--- src/rtl/core/jsu_pkg.sv ---
// Package for the JSON string unescaper: mode type, result kinds, the word
// and state structures, and the hex digit helper.
// No dependencies.
package jsu_pkg;

    // Decoder modes.
    typedef enum logic [1:0] {
        MODE_IDLE = 2'd0,
        MODE_STR  = 2'd1,
        MODE_ESC  = 2'd2,
        MODE_HEX  = 2'd3
    } mode_t;

    // Result kinds carried in tuser.
    localparam logic [1:0] KIND_BYTE = 2'd0;
    localparam logic [1:0] KIND_DONE = 2'd1;
    localparam logic [1:0] KIND_ERR  = 2'd2;

    // Characters of interest.
    localparam logic [7:0] CH_QUOTE = 8'h22;
    localparam logic [7:0] CH_BSL   = 8'h5C;
    localparam logic [7:0] CH_N     = 8'h6E;
    localparam logic [7:0] CH_T     = 8'h74;
    localparam logic [7:0] CH_R     = 8'h72;
    localparam logic [7:0] CH_B     = 8'h62;
    localparam logic [7:0] CH_F     = 8'h66;
    localparam logic [7:0] CH_U     = 8'h75;

    // Maximum words produced by one input word.
    localparam int MaxRes = 3;

    // One result word.
    typedef struct packed {
        logic [7:0] data;
        logic [1:0] kind;
        logic       last;
    } res_t;

    // Decoder state.
    typedef struct packed {
        mode_t       mode;
        logic [1:0]  hex_count;
        logic [15:0] code_accum;
        logic        hex_stopped;
    } state_t;

    // Results of one step: count and up to three words, lowest first.
    typedef struct packed {
        logic [1:0]         cnt;
        res_t [MaxRes-1:0]  res;
    } step_res_t;

    // Hex digit value; bit 4 set means the character is a valid digit.
    function automatic logic [4:0] hex_value(input logic [7:0] c);
        logic [4:0] v;
        v = 5'd0;
        if (c >= 8'h30 && c <= 8'h39) begin
            v = {1'b1, c[3:0]};
        end else if ((c >= 8'h41 && c <= 8'h46) || (c >= 8'h61 && c <= 8'h66)) begin
            v = {1'b1, c[3:0] + 4'd9};
        end
        return v;
    endfunction

endpackage

--- src/rtl/core/jsu_decode.sv ---
// Combinational decode step of the JSON string unescaper: next state and the
// result words for one input word.
// Depends on jsu_pkg.
module jsu_decode (
    input  jsu_pkg::state_t    cur,
    input  logic [7:0]         in_byte,
    input  logic               text_ended,
    output jsu_pkg::state_t    nxt,
    output jsu_pkg::step_res_t step
);
    import jsu_pkg::*;

    logic [4:0]  hex_v;
    logic [15:0] accum_upd;
    logic        hex_take;

    // Hex digit accumulation, shared by both blocks below.
    assign hex_v     = hex_value(in_byte);
    assign hex_take  = !cur.hex_stopped && hex_v[4];
    assign accum_upd = hex_take ? {cur.code_accum[11:0], hex_v[3:0]} : cur.code_accum;

    // Next state.
    always_comb
    begin
        nxt = cur;
        if (text_ended) begin
            nxt = '{MODE_IDLE, 2'd0, 16'd0, 1'b0};
        end else begin
            unique case (cur.mode)
                MODE_IDLE:
                begin
                    if (in_byte == CH_QUOTE) begin
                        nxt.mode = MODE_STR;
                    end
                end
                MODE_STR:
                begin
                    if (in_byte == CH_QUOTE) begin
                        nxt = '{MODE_IDLE, 2'd0, 16'd0, 1'b0};
                    end else if (in_byte == CH_BSL) begin
                        nxt.mode = MODE_ESC;
                    end
                end
                MODE_ESC:
                begin
                    if (in_byte == CH_U) begin
                        nxt = '{MODE_HEX, 2'd0, 16'd0, 1'b0};
                    end else begin
                        nxt.mode = MODE_STR;
                    end
                end
                MODE_HEX:
                begin
                    if (cur.hex_count == 2'd3) begin
                        nxt = '{MODE_STR, 2'd0, 16'd0, 1'b0};
                    end else begin
                        nxt.hex_count   = cur.hex_count + 2'd1;
                        nxt.code_accum  = accum_upd;
                        nxt.hex_stopped = !hex_take;
                    end
                end
                default:
                begin
                    nxt = cur;
                end
            endcase
        end
    end

    // Result words; the last one produced carries the last flag.
    always_comb
    begin
        step = '0;
        if (text_ended) begin
            step.cnt    = 2'd1;
            step.res[0] = '{8'd0, KIND_ERR, 1'b1};
        end else begin
            unique case (cur.mode)
                MODE_IDLE:
                begin
                    if (in_byte != CH_QUOTE) begin
                        step.cnt    = 2'd1;
                        step.res[0] = '{8'd0, KIND_ERR, 1'b1};
                    end
                end
                MODE_STR:
                begin
                    if (in_byte == CH_QUOTE) begin
                        step.cnt    = 2'd1;
                        step.res[0] = '{8'd0, KIND_DONE, 1'b1};
                    end else if (in_byte != CH_BSL) begin
                        step.cnt    = 2'd1;
                        step.res[0] = '{in_byte, KIND_BYTE, 1'b1};
                    end
                end
                MODE_ESC:
                begin
                    step.cnt = 2'd1;
                    unique case (in_byte)
                        CH_N:    step.res[0] = '{8'h0A, KIND_BYTE, 1'b1};
                        CH_T:    step.res[0] = '{8'h09, KIND_BYTE, 1'b1};
                        CH_R:    step.res[0] = '{8'h0D, KIND_BYTE, 1'b1};
                        CH_B:    step.res[0] = '{8'h08, KIND_BYTE, 1'b1};
                        CH_F:    step.res[0] = '{8'h0C, KIND_BYTE, 1'b1};
                        CH_U:    step.cnt    = 2'd0;
                        default: step.res[0] = '{in_byte, KIND_BYTE, 1'b1};
                    endcase
                end
                MODE_HEX:
                begin
                    // The fourth character closes the escape: encode as UTF-8.
                    if (cur.hex_count == 2'd3) begin
                        if (accum_upd < 16'h0080) begin
                            step.cnt    = 2'd1;
                            step.res[0] = '{accum_upd[7:0], KIND_BYTE, 1'b1};
                        end else if (accum_upd < 16'h0800) begin
                            step.cnt    = 2'd2;
                            step.res[0] = '{8'hC0 | {3'd0, accum_upd[10:6]}, KIND_BYTE, 1'b0};
                            step.res[1] = '{8'h80 | {2'd0, accum_upd[5:0]}, KIND_BYTE, 1'b1};
                        end else begin
                            step.cnt    = 2'd3;
                            step.res[0] = '{8'hE0 | {4'd0, accum_upd[15:12]}, KIND_BYTE, 1'b0};
                            step.res[1] = '{8'h80 | {2'd0, accum_upd[11:6]}, KIND_BYTE, 1'b0};
                            step.res[2] = '{8'h80 | {2'd0, accum_upd[5:0]}, KIND_BYTE, 1'b1};
                        end
                    end
                end
                default:
                begin
                    step = '0;
                end
            endcase
        end
    end

endmodule

--- src/rtl/core/jsu_out_queue.sv ---
// Four-word result queue of the JSON string unescaper: takes up to three
// words at once and hands them out one per ready cycle, head in entry zero.
// Depends on jsu_pkg.
module jsu_out_queue (
    input  logic               clk,
    input  logic               rst_n,
    input  logic               push,
    input  jsu_pkg::step_res_t step,
    output logic               room,
    output logic               m_tvalid,
    input  logic               m_tready,
    output logic [7:0]         m_tdata,   // out_byte[7:0]
    output logic [1:0]         m_tuser,   // kind[1:0]
    output logic               m_tlast
);
    import jsu_pkg::*;

    localparam int Depth = 4;

    res_t [Depth-1:0] q_reg;
    res_t [Depth-1:0] q_next;
    logic [2:0]       count_reg;
    logic [2:0]       count_next;
    logic [2:0]       base;
    logic [2:0]       off;
    logic             pop;

    // Head word drives the master side.
    assign m_tvalid = (count_reg != 3'd0);
    assign m_tdata  = q_reg[0].data;
    assign m_tuser  = q_reg[0].kind;
    assign m_tlast  = q_reg[0].last;
    assign pop      = m_tvalid && m_tready;

    // Words left after this cycle's pop; three new words must still fit.
    assign base = count_reg - {2'd0, pop};
    assign room = (base <= 3'd1);

    // Shift out the popped word, then append the new words behind the rest.
    always_comb
    begin
        q_next = q_reg;
        off    = 3'd0;
        for (int i = 0; i < Depth; i++) begin
            if (pop && i < Depth - 1) begin
                q_next[i] = q_reg[i+1];
            end
            off = 3'(i) - base;
            if (push && 3'(i) >= base && off < {1'b0, step.cnt}) begin
                q_next[i] = step.res[off[1:0]];
            end
        end
        count_next = base + (push ? {1'b0, step.cnt} : 3'd0);
    end

    // Fill count.
    always_ff @(posedge clk or negedge rst_n)
    begin
        if (!rst_n) begin
            count_reg <= 3'd0;
        end else begin
            count_reg <= count_next;
        end
    end

    // Queue entries hold payload only.
    always_ff @(posedge clk)
    begin
        q_reg <= q_next;
    end

endmodule

--- src/rtl/core/json_string_unescape.sv ---
// Top level of the JSON string unescaper: decoder state registers, the
// decode step and the result queue.
// Depends on jsu_pkg, jsu_decode and jsu_out_queue.
//
// Streaming decoder for one quoted JSON string, one text byte per word. It
// waits for the opening quote, copies plain bytes, decodes the n t r b f
// escapes, passes other escaped bytes through, and turns a u escape of four
// hex characters into one to three UTF-8 bytes (collection of the value stops
// at the first non-hex character, but four characters are always consumed).
// The closing quote yields a completion word; end of text, or anything but a
// quote while idle, yields an error word, and the decoder is idle again. Each
// input word is decoded in the cycle it is accepted and its results enter a
// four-word output queue, so one byte is taken every cycle while results flow
// at one per cycle. The queue sets the rate: input is held off only while
// more than one result word would remain after the current cycle.
module json_string_unescape (
    input  logic       clk,
    input  logic       rst_n,
    input  logic       s_tvalid,
    output logic       s_tready,
    input  logic [7:0] s_tdata,   // in_byte[7:0]
    input  logic [0:0] s_tuser,   // text_ended[0]
    output logic       m_tvalid,
    input  logic       m_tready,
    output logic [7:0] m_tdata,   // out_byte[7:0]
    output logic [1:0] m_tuser,   // kind[1:0]
    output logic       m_tlast
);
    import jsu_pkg::*;

    state_t    state_reg;
    state_t    state_next;
    step_res_t step;
    logic      accept;
    logic      room;

    assign s_tready = room;
    assign accept   = s_tvalid && s_tready;

    // Decode step for the word on the slave side.
    jsu_decode u_decode (
        .cur        (state_reg),
        .in_byte    (s_tdata),
        .text_ended (s_tuser[0]),
        .nxt        (state_next),
        .step       (step)
    );

    // Result words wait here for the master side.
    jsu_out_queue u_queue (
        .clk      (clk),
        .rst_n    (rst_n),
        .push     (accept),
        .step     (step),
        .room     (room),
        .m_tvalid (m_tvalid),
        .m_tready (m_tready),
        .m_tdata  (m_tdata),
        .m_tuser  (m_tuser),
        .m_tlast  (m_tlast)
    );

    // Decoder state advances on each accepted word.
    always_ff @(posedge clk or negedge rst_n)
    begin
        if (!rst_n)
        begin
            state_reg <= '{MODE_IDLE, 2'd0, 16'd0, 1'b0};
        end
        else if (accept)
        begin
            state_reg <= state_next;
        end
    end

endmodule
--- config.mk ---
export PLATFORM = sky130hd
export DESIGN_NAME = json_string_unescape
export DESIGN_NICKNAME = d
export VERILOG_FILES = /design/src/rtl/core/jsu_pkg.sv /design/src/rtl/core/jsu_decode.sv /design/src/rtl/core/jsu_out_queue.sv /design/src/rtl/core/json_string_unescape.sv
export SDC_FILE = /design/constraint.sdc
export NUM_CORES = 1
export LEC_CHECK = 0
export BUFFER_PORTS_ARGS = -buffer_cell sky130_fd_sc_hd__buf_2
export CORE_MARGIN = 4
export CORE_UTILIZATION = 49
export DETAILED_ROUTE_END_ITERATION = 6
export PLACE_DENSITY_LB_ADDON = 0.1
export SETUP_SLACK_MARGIN = 0.05
export SLEW_MARGIN = 20
export SYNTH_ARGS = -nofsm -noshare
export SYNTH_HDL_FRONTEND = slang
export SYNTH_SLANG_ARGS = --single-unit
--- constraint.sdc ---
create_clock -name clk -period 5.7 [get_ports clk]
set_input_delay 1.14 -clock clk [delete_from_list [all_inputs] [get_ports clk]]
set_output_delay 1.14 -clock clk [all_outputs]
set_load 0.01 [all_outputs]
**Word level (Yosys, flattened, before mapping)**

Index checks and enable logic that the tools add are counted.

- Register bits after elaboration: 68
- Bits in latches: 0
- Bits in writable memories: 0
- Bits in read-only memories: 0
- Bits of input ports: 13
- Output and inout port bits: 13
- Logic and storage cells: 140
- Memories: 0

- Add/sub/neg operators: 8
- $mul: 0
- Divide/modulo/power cells: 0
- Order comparisons: 21
- Eq/ne operators: 19
- Shift operators: 0
- Muxes and demuxes: 50
- Bitwise gates (word level): 0
- Reductions and logical operators: 25

Operator list:

| kind | number |
|---|---|
| $mux 11 | 15 |
| $bmux 11 s2 | 4 |
| $mux 22 | 3 |
| $pmux 11 s6 | 1 |
| $mux 19 | 3 |
| $pmux 19 s3 | 1 |
| $eq 8x7->1 const B | 7 |
| $pmux 11 s4 | 1 |
| $mux 35 | 1 |
| $mux 21 | 1 |
| $mux 20 | 1 |
| $mux 2 | 9 |
| $ge 8x7->1 const B | 2 |
| $le 8x7->1 const B | 2 |
| $lt 16x12->1 const B | 1 |
| $lt 16x8->1 const B | 1 |
| $mux 16 | 1 |
| $pmux 2 s4 | 2 |
| $logic_and 1x1->1 | 14 |
| $lt 2x3->1 const B | 4 |
| $lt 3x2->1 | 4 |
| $ne 3x2->1 const B | 4 |
| $mux 5 | 2 |
| $eq 8x6->1 const B | 1 |
| 25 further kinds | 38 |

**Logic depth before layout (Yosys ltp)**

- Depth in word-level cells: 16
- Mapped depth: 16
- Gate-level depth less buffers: 14

**Modules after synthesis**

From an unflattened synthesis, not the netlist that was laid out.

- Cell total of the unflattened synthesis: 581
- Area total of the unflattened synthesis: 5820.6 um2

Modules (own cells, without submodules):

| module | times used | cells an instance | area an instance (um2) | sequential area each (um2) |
|---|---|---|---|---|
| jsu_out_queue | 1 | 282 | 3210.6 | 1396.3 |
| jsu_decode | 1 | 253 | 1744.2 | 0.0 |
| json_string_unescape | 1 | 46 | 865.8 | 525.5 |

**Worst setup path before layout**

Ideal clock, no wire load.

- Path type: input-to-reg
- From: in s_tdata[1]
- To: reg u_queue.q_reg[33] (netlist name) (enable)
- Setup time: 412 ps
- Data arrival time: 4665 ps
- Required time: 5288 ps
- Slack: 623 ps
- Stages: 11
- Path buffers: 1
- Path through: inv_1 > ha_1 > nor3b_1 > or4_4 > a211o_1 > buf_2 > mux2i_1 > nand2_1 > ha_1 > nor2_1 > nor4b_1

- Longest elaborated chain between the ends: 15
- Elaborated cells between the ends (all ways): 32
- Classes of those cells: 1 x add/sub; 9 x order compare; 4 x eq/ne; 12 x mux; 6 x reduce/logical

Ends and longest elaborated chain:

| element | line | RTL |
|---|---|---|
| start: declaration | json_string_unescape.sv:21 | `input logic [7:0] s_tdata,` |
| $ge 8x7->1 / $le 8x7->1 (equally long branches) | jsu_pkg.sv:59 | `end else if ((c >= 8'h41 && c <= 8'h46) \|\| (c >= 8'h61 && c <= 8'h66)) begin` |
| $logic_and 1x1->1 | jsu_pkg.sv:59 |  |
| $logic_or 1x1->1 | jsu_pkg.sv:59 |  |
| $mux 5 | jsu_pkg.sv:59 |  |
| $mux 5 | jsu_pkg.sv:57 | `if (c >= 8'h30 && c <= 8'h39) begin` |
| $logic_and 1x1->1 | jsu_decode.sv:19 | `assign hex_take = !cur.hex_stopped && hex_v[4];` |
| $mux 16 | jsu_decode.sv:20 | `assign accum_upd = hex_take ? {cur.code_accum[11:0], hex_v[3:0]} : cur.code_accum;` |
| $lt 16x12->1 | jsu_decode.sv:116 | `end else if (accum_upd < 16'h0800) begin` |
| $mux 1 | jsu_decode.sv:116 |  |
| $mux 2 | jsu_decode.sv:113 | `if (accum_upd < 16'h0080) begin` |
| $mux 35 | jsu_decode.sv:112 | `if (cur.hex_count == 2'd3) begin` |
| $pmux 2 s4 * | jsu_decode.sv:78 | `unique case (cur.mode)` |
| $mux 2 * | jsu_decode.sv:74 | `if (text_ended) begin` |
| $lt 3x2->1 * | jsu_out_queue.sv:49 | `if (push && 3'(i) >= base && off < {1'b0, step.cnt}) begin` |
| $logic_and 1x1->1 * | jsu_out_queue.sv:49 |  |
| end signal: assignment | jsu_out_queue.sv:69 | `q_reg <= q_next;` |
| end: declaration | jsu_out_queue.sv:20 | `res_t [Depth-1:0] q_reg;` |

Mark *: on every way between the ends. The rest lies on a longest branch, timed or not.
A chain may end at the register's enable or synchronous reset.

**Final worst setup path**

- From: in s_tdata[0]
- To: reg u_queue.q_reg[31] (netlist name) (enable)

- Longest elaborated chain between the ends: 16
- Elaborated cells between the ends (all ways): 33
- Classes of those cells: 1 x add/sub; 9 x order compare; 4 x eq/ne; 12 x mux; 7 x reduce/logical

Ends and longest elaborated chain:

| element | line |
|---|---|
| $ge 8x7->1 / $le 8x7->1 (equally long branches) | jsu_pkg.sv:59 |
| $logic_and 1x1->1 | jsu_pkg.sv:59 |
| $logic_or 1x1->1 | jsu_pkg.sv:59 |
| $mux 5 | jsu_pkg.sv:59 |
| $mux 5 | jsu_pkg.sv:57 |
| $logic_and 1x1->1 | jsu_decode.sv:19 |
| $mux 16 | jsu_decode.sv:20 |
| $lt 16x12->1 | jsu_decode.sv:116 |
| $mux 1 | jsu_decode.sv:116 |
| $mux 2 | jsu_decode.sv:113 |
| $mux 35 | jsu_decode.sv:112 |
| $pmux 2 s4 * | jsu_decode.sv:78 |
| $mux 2 * | jsu_decode.sv:74 |
| $lt 3x2->1 * | jsu_out_queue.sv:49 |
| $logic_and 1x1->1 * | jsu_out_queue.sv:49 |
| $reduce_bool 2->1 (no line) * | -- |

Marks and branches as above.

==> metrics.csv <==
stage,metric,value,unit
outcome,status,completed,
setup_path,startpoint,s_tdata[0],
setup_path,end_kind,flip-flop,
clock_tree,cts_buffer_depth,2,
power,ir_worst_vdd,0.296,mV
global_routing,antenna_found_initial,0,
final_layout,stdcell_area,0.00552,mm2
sta,skew,15.2,ps
placed_design,io_buffers,25,
power,leakagePower,0.00207,uW
final_layout,final_cell_mix,"nor2_1, nand2_1, edfxtp_1",
logic_synthesis,syn-num-nets,606,
sta,rsz0062_at_grt,no,
sta,period_needed,4720,ps
logic_synthesis,synth_adder_area_share,0.0646,
logic_synthesis,synthArstFlopShare,0.353,
floorplan,dieArea,0.0122,mm2
setup_path,start_kind,primary input,
worst_hold_path,whs_path_depth,2,
setup_path,r2r.worst_path.cells,13,
sta,setup_viol,0,
logic_synthesis,syn_inst,567,
worst_hold_path,hp-start,state_reg[18]$_DFFE_PN0P_,
clock_tree,tritoncts,built,
detailed_routing,drtAntennaViolNets,0,
setup_path,cp_max_fo,11,
setup_path,rrSetupSlack,1510,ps
logic_synthesis,synthXorXnorAreaFrac,0.00510,
global_routing,grt_max_degree,27,
sta,max_freq,212,MHz
placed_design,dpl.hpwl,10.7,mm
job,maxCapViolCount,0,
detailed_routing,drtIter0Drc,444,
logic_synthesis,synth_top_family_by_area,compound AO/OA/AOI/OAI gates,
sta,finalHoldViolations,0,
logic_synthesis,avgSynthCellArea,9.08,um2
logic_synthesis,synth_compound_area_frac,0.226,
sta,period_share,0.829,
placed_design,gp_congestion,0.918,
sta,slew_headroom,0.373,
setup_path,r2r-end,u_queue.m_tdata[3]$_DFFE_PP_,
placed_design,place_area,0.00532,mm2
global_routing,globalRouteOverflowTotal,0,
worst_hold_path,holdCritPathClass,flip-flop to flip-flop,
detailed_routing,finalWirelength,14.7,mm
logic_synthesis,ys.flop_type,edfxtp_1,
clock_tree,postCtsResizedCells,0,
logic_synthesis,synth_edf_count,44,
floorplan,die_width,111,um
setup_path,cp.arrival,4720,ps
floorplan,core,0.0103,mm2
floorplan,io_pins,26,
sta,setup_tns,0,ps
logic_synthesis,synth_seq_cells,68,
logic_synthesis,synthMuxAreaShare,0.0704,
clock_tree,htree_levels,3,
clock_tree,clk_latency,370,ps
setup_path,crit_top_cell,ha_1,
clock_tree,hold_buffers,0,
sta,drv_slew,0,
setup_path,slowest_stage,nand2b_1,
logic_synthesis,ys_warn_count,0,
final_layout,drive_gt1_frac,0.147,
logic_synthesis,ys_seq_area_frac,0.373,
logic_synthesis,ys_types,72,
final_layout,n_antenna_cell,0,
logic_synthesis,yosys.area_share.simple,0.199,
detailed_routing,post_drt_wl_per_cell,20.8,um
clock_tree,cts_buffers,9,
floorplan,initial_core_util,0.501,
setup_path,critPathRequiredTime,5690,ps
detailed_routing,drc,0,
global_routing,grt_pass1_wl,23.6,mm
clock_tree,cts_setup_buffers,0,
detailed_routing,via_count,4536,
worst_hold_path,holdPathEnd,state_reg[18]$_DFFE_PN0P_,
setup_path,critical-path-max-stage-delay,530,ps
floorplan,rows,37,
final_layout,fin_nets,606,
clock_tree,clockRootBuffer,clkbuf_8,
final_layout,largest_reg_flops,33,
placed_design,dp_slack,629,ps
global_routing,grt_pass1_vias,4276,
logic_synthesis,synth_area,0.00515,mm2
detailed_routing,vias_per_cell,6.41,
floorplan,die_h,111,um
detailed_routing,drtPass1Iterations,6,
clock_tree,clk_pin_slew,90,ps
final_layout,area_growth_syn_to_layout,7.17,%
setup_path,worst_r2r_startpoint,u_queue.count_reg[2]$_DFF_PN0_,
setup_path,crit_chain,buf_2 -> inv_1 -> ha_1 -> nor3b_1 -> or4_4 -> a211o_1 -> mux2i_1 -> nand2_1 -> ha_1 -> a2111o_1 -> a21oi_1 -> nand2b_1,
sta,tightest_slew,928,ps
final_layout,mostFrequentLayoutCell,nor2_1,
power,power_density,448,mW/mm2
global_routing,grt.total_usage,0.240,
clock_tree,clock_sinks,68,
sta,setup_ws,975,ps
setup_path,path_class,primary input to flip-flop,
worst max-delay path: cells and delay by family:
family                     cells  cell delay (ps)
AOI/OAI and AO/OA              3              900
adders and majority gates      2              620
muxes                          1              300
and+or+nand+nor                4             1460
buffers and inverters          2              280
cells in the mapped netlist, drive strengths merged, types with 4 or more instances:
cell	number	share of area
a21o	4	0.0058
a21oi	31	0.030
a221oi	4	0.010
a22o	11	0.019
a22oi	5	0.0073
a31oi	15	0.018
buf	19	0.024
clkbuf	30	0.022
dfrtp	24	0.12
edfxtp	44	0.26
ha	25	0.061
inv	21	0.015
mux2	18	0.039
mux2i	16	0.031
nand2	45	0.033
nand2b	12	0.015
nand3	12	0.012
nor2	53	0.039
nor2b	7	0.0085
nor3	22	0.022
nor4	8	0.011
o211ai	8	0.012
o21a	11	0.016
o21ai	27	0.026
o221ai	7	0.012
o31ai	9	0.013
or2	5	0.0061
or3	8	0.0097
or4	4	0.0066
stage by stage:
| stage | utilization | hold slack (ps) | std cells | power, uW |
|---|---|---|---|---|
| global placement | 0.517 | 468 | 692 | 2010 |
| CTS | 0.537 | 502 | 708 | 2470 |
| global route | 0.537 | 543 | 708 | 2660 |
| detailed placement | 0.517 | 482 | 692 | 2040 |
| finish | 0.537 | 501 | 708 | 2470 |
| floorplan | - | 454 | 567 | 1720 |
power by group:
part	internal [uW]	switching, uW
registers	739	51.0
logic	445	810
clock network	208	219
per-layer routing:
layer / GRT usage / up-vias / part of all wire
li1: - / 2120 / -
met1: 0.347 / 2172 / 0.45
met2: 0.358 / 211 / 0.44
met3: 0.0471 / 33 / 0.077
met4: 0.0854 / 0 / 0.028
met5: 0 / - / 0
kinds of logic after synthesis:
| kind of cell | after synthesis |
|---|---|
| and+or+nand+nor | 200 |
| AOI/OAI and AO/OA | 165 |
| buffers and inverters | 71 |
| DFF | 68 |
| muxes | 34 |
| adders and majority gates | 26 |
| xor gates and xnor gates | 3 |
worst max path at each step:
stage	cells after the start	slack (ps)	endpoint
after floorplan	11	620	u_queue.q_reg[33]$_DFFE_PP_
after global placement	13	740	u_queue.q_reg[23]$_DFFE_PP_
after detailed placement	12	630	u_queue.q_reg[23]$_DFFE_PP_
after CTS	12	990	u_queue.q_reg[27]$_DFFE_PP_
after global routing	12	790	u_queue.q_reg[25]$_DFFE_PP_
final	12	980	u_queue.q_reg[31]$_DFFE_PP_
cell type report:
class	count	area [um2]
clock buffers	9	124
well taps	136	170
flip-flops and latches	68	1920
repair buffers	38	223
clock inverters	7	80.1
inverters	22	82.6
fillers	947	4760
multi-input cells	428	2920
Power figures use the tool's default switching activity.
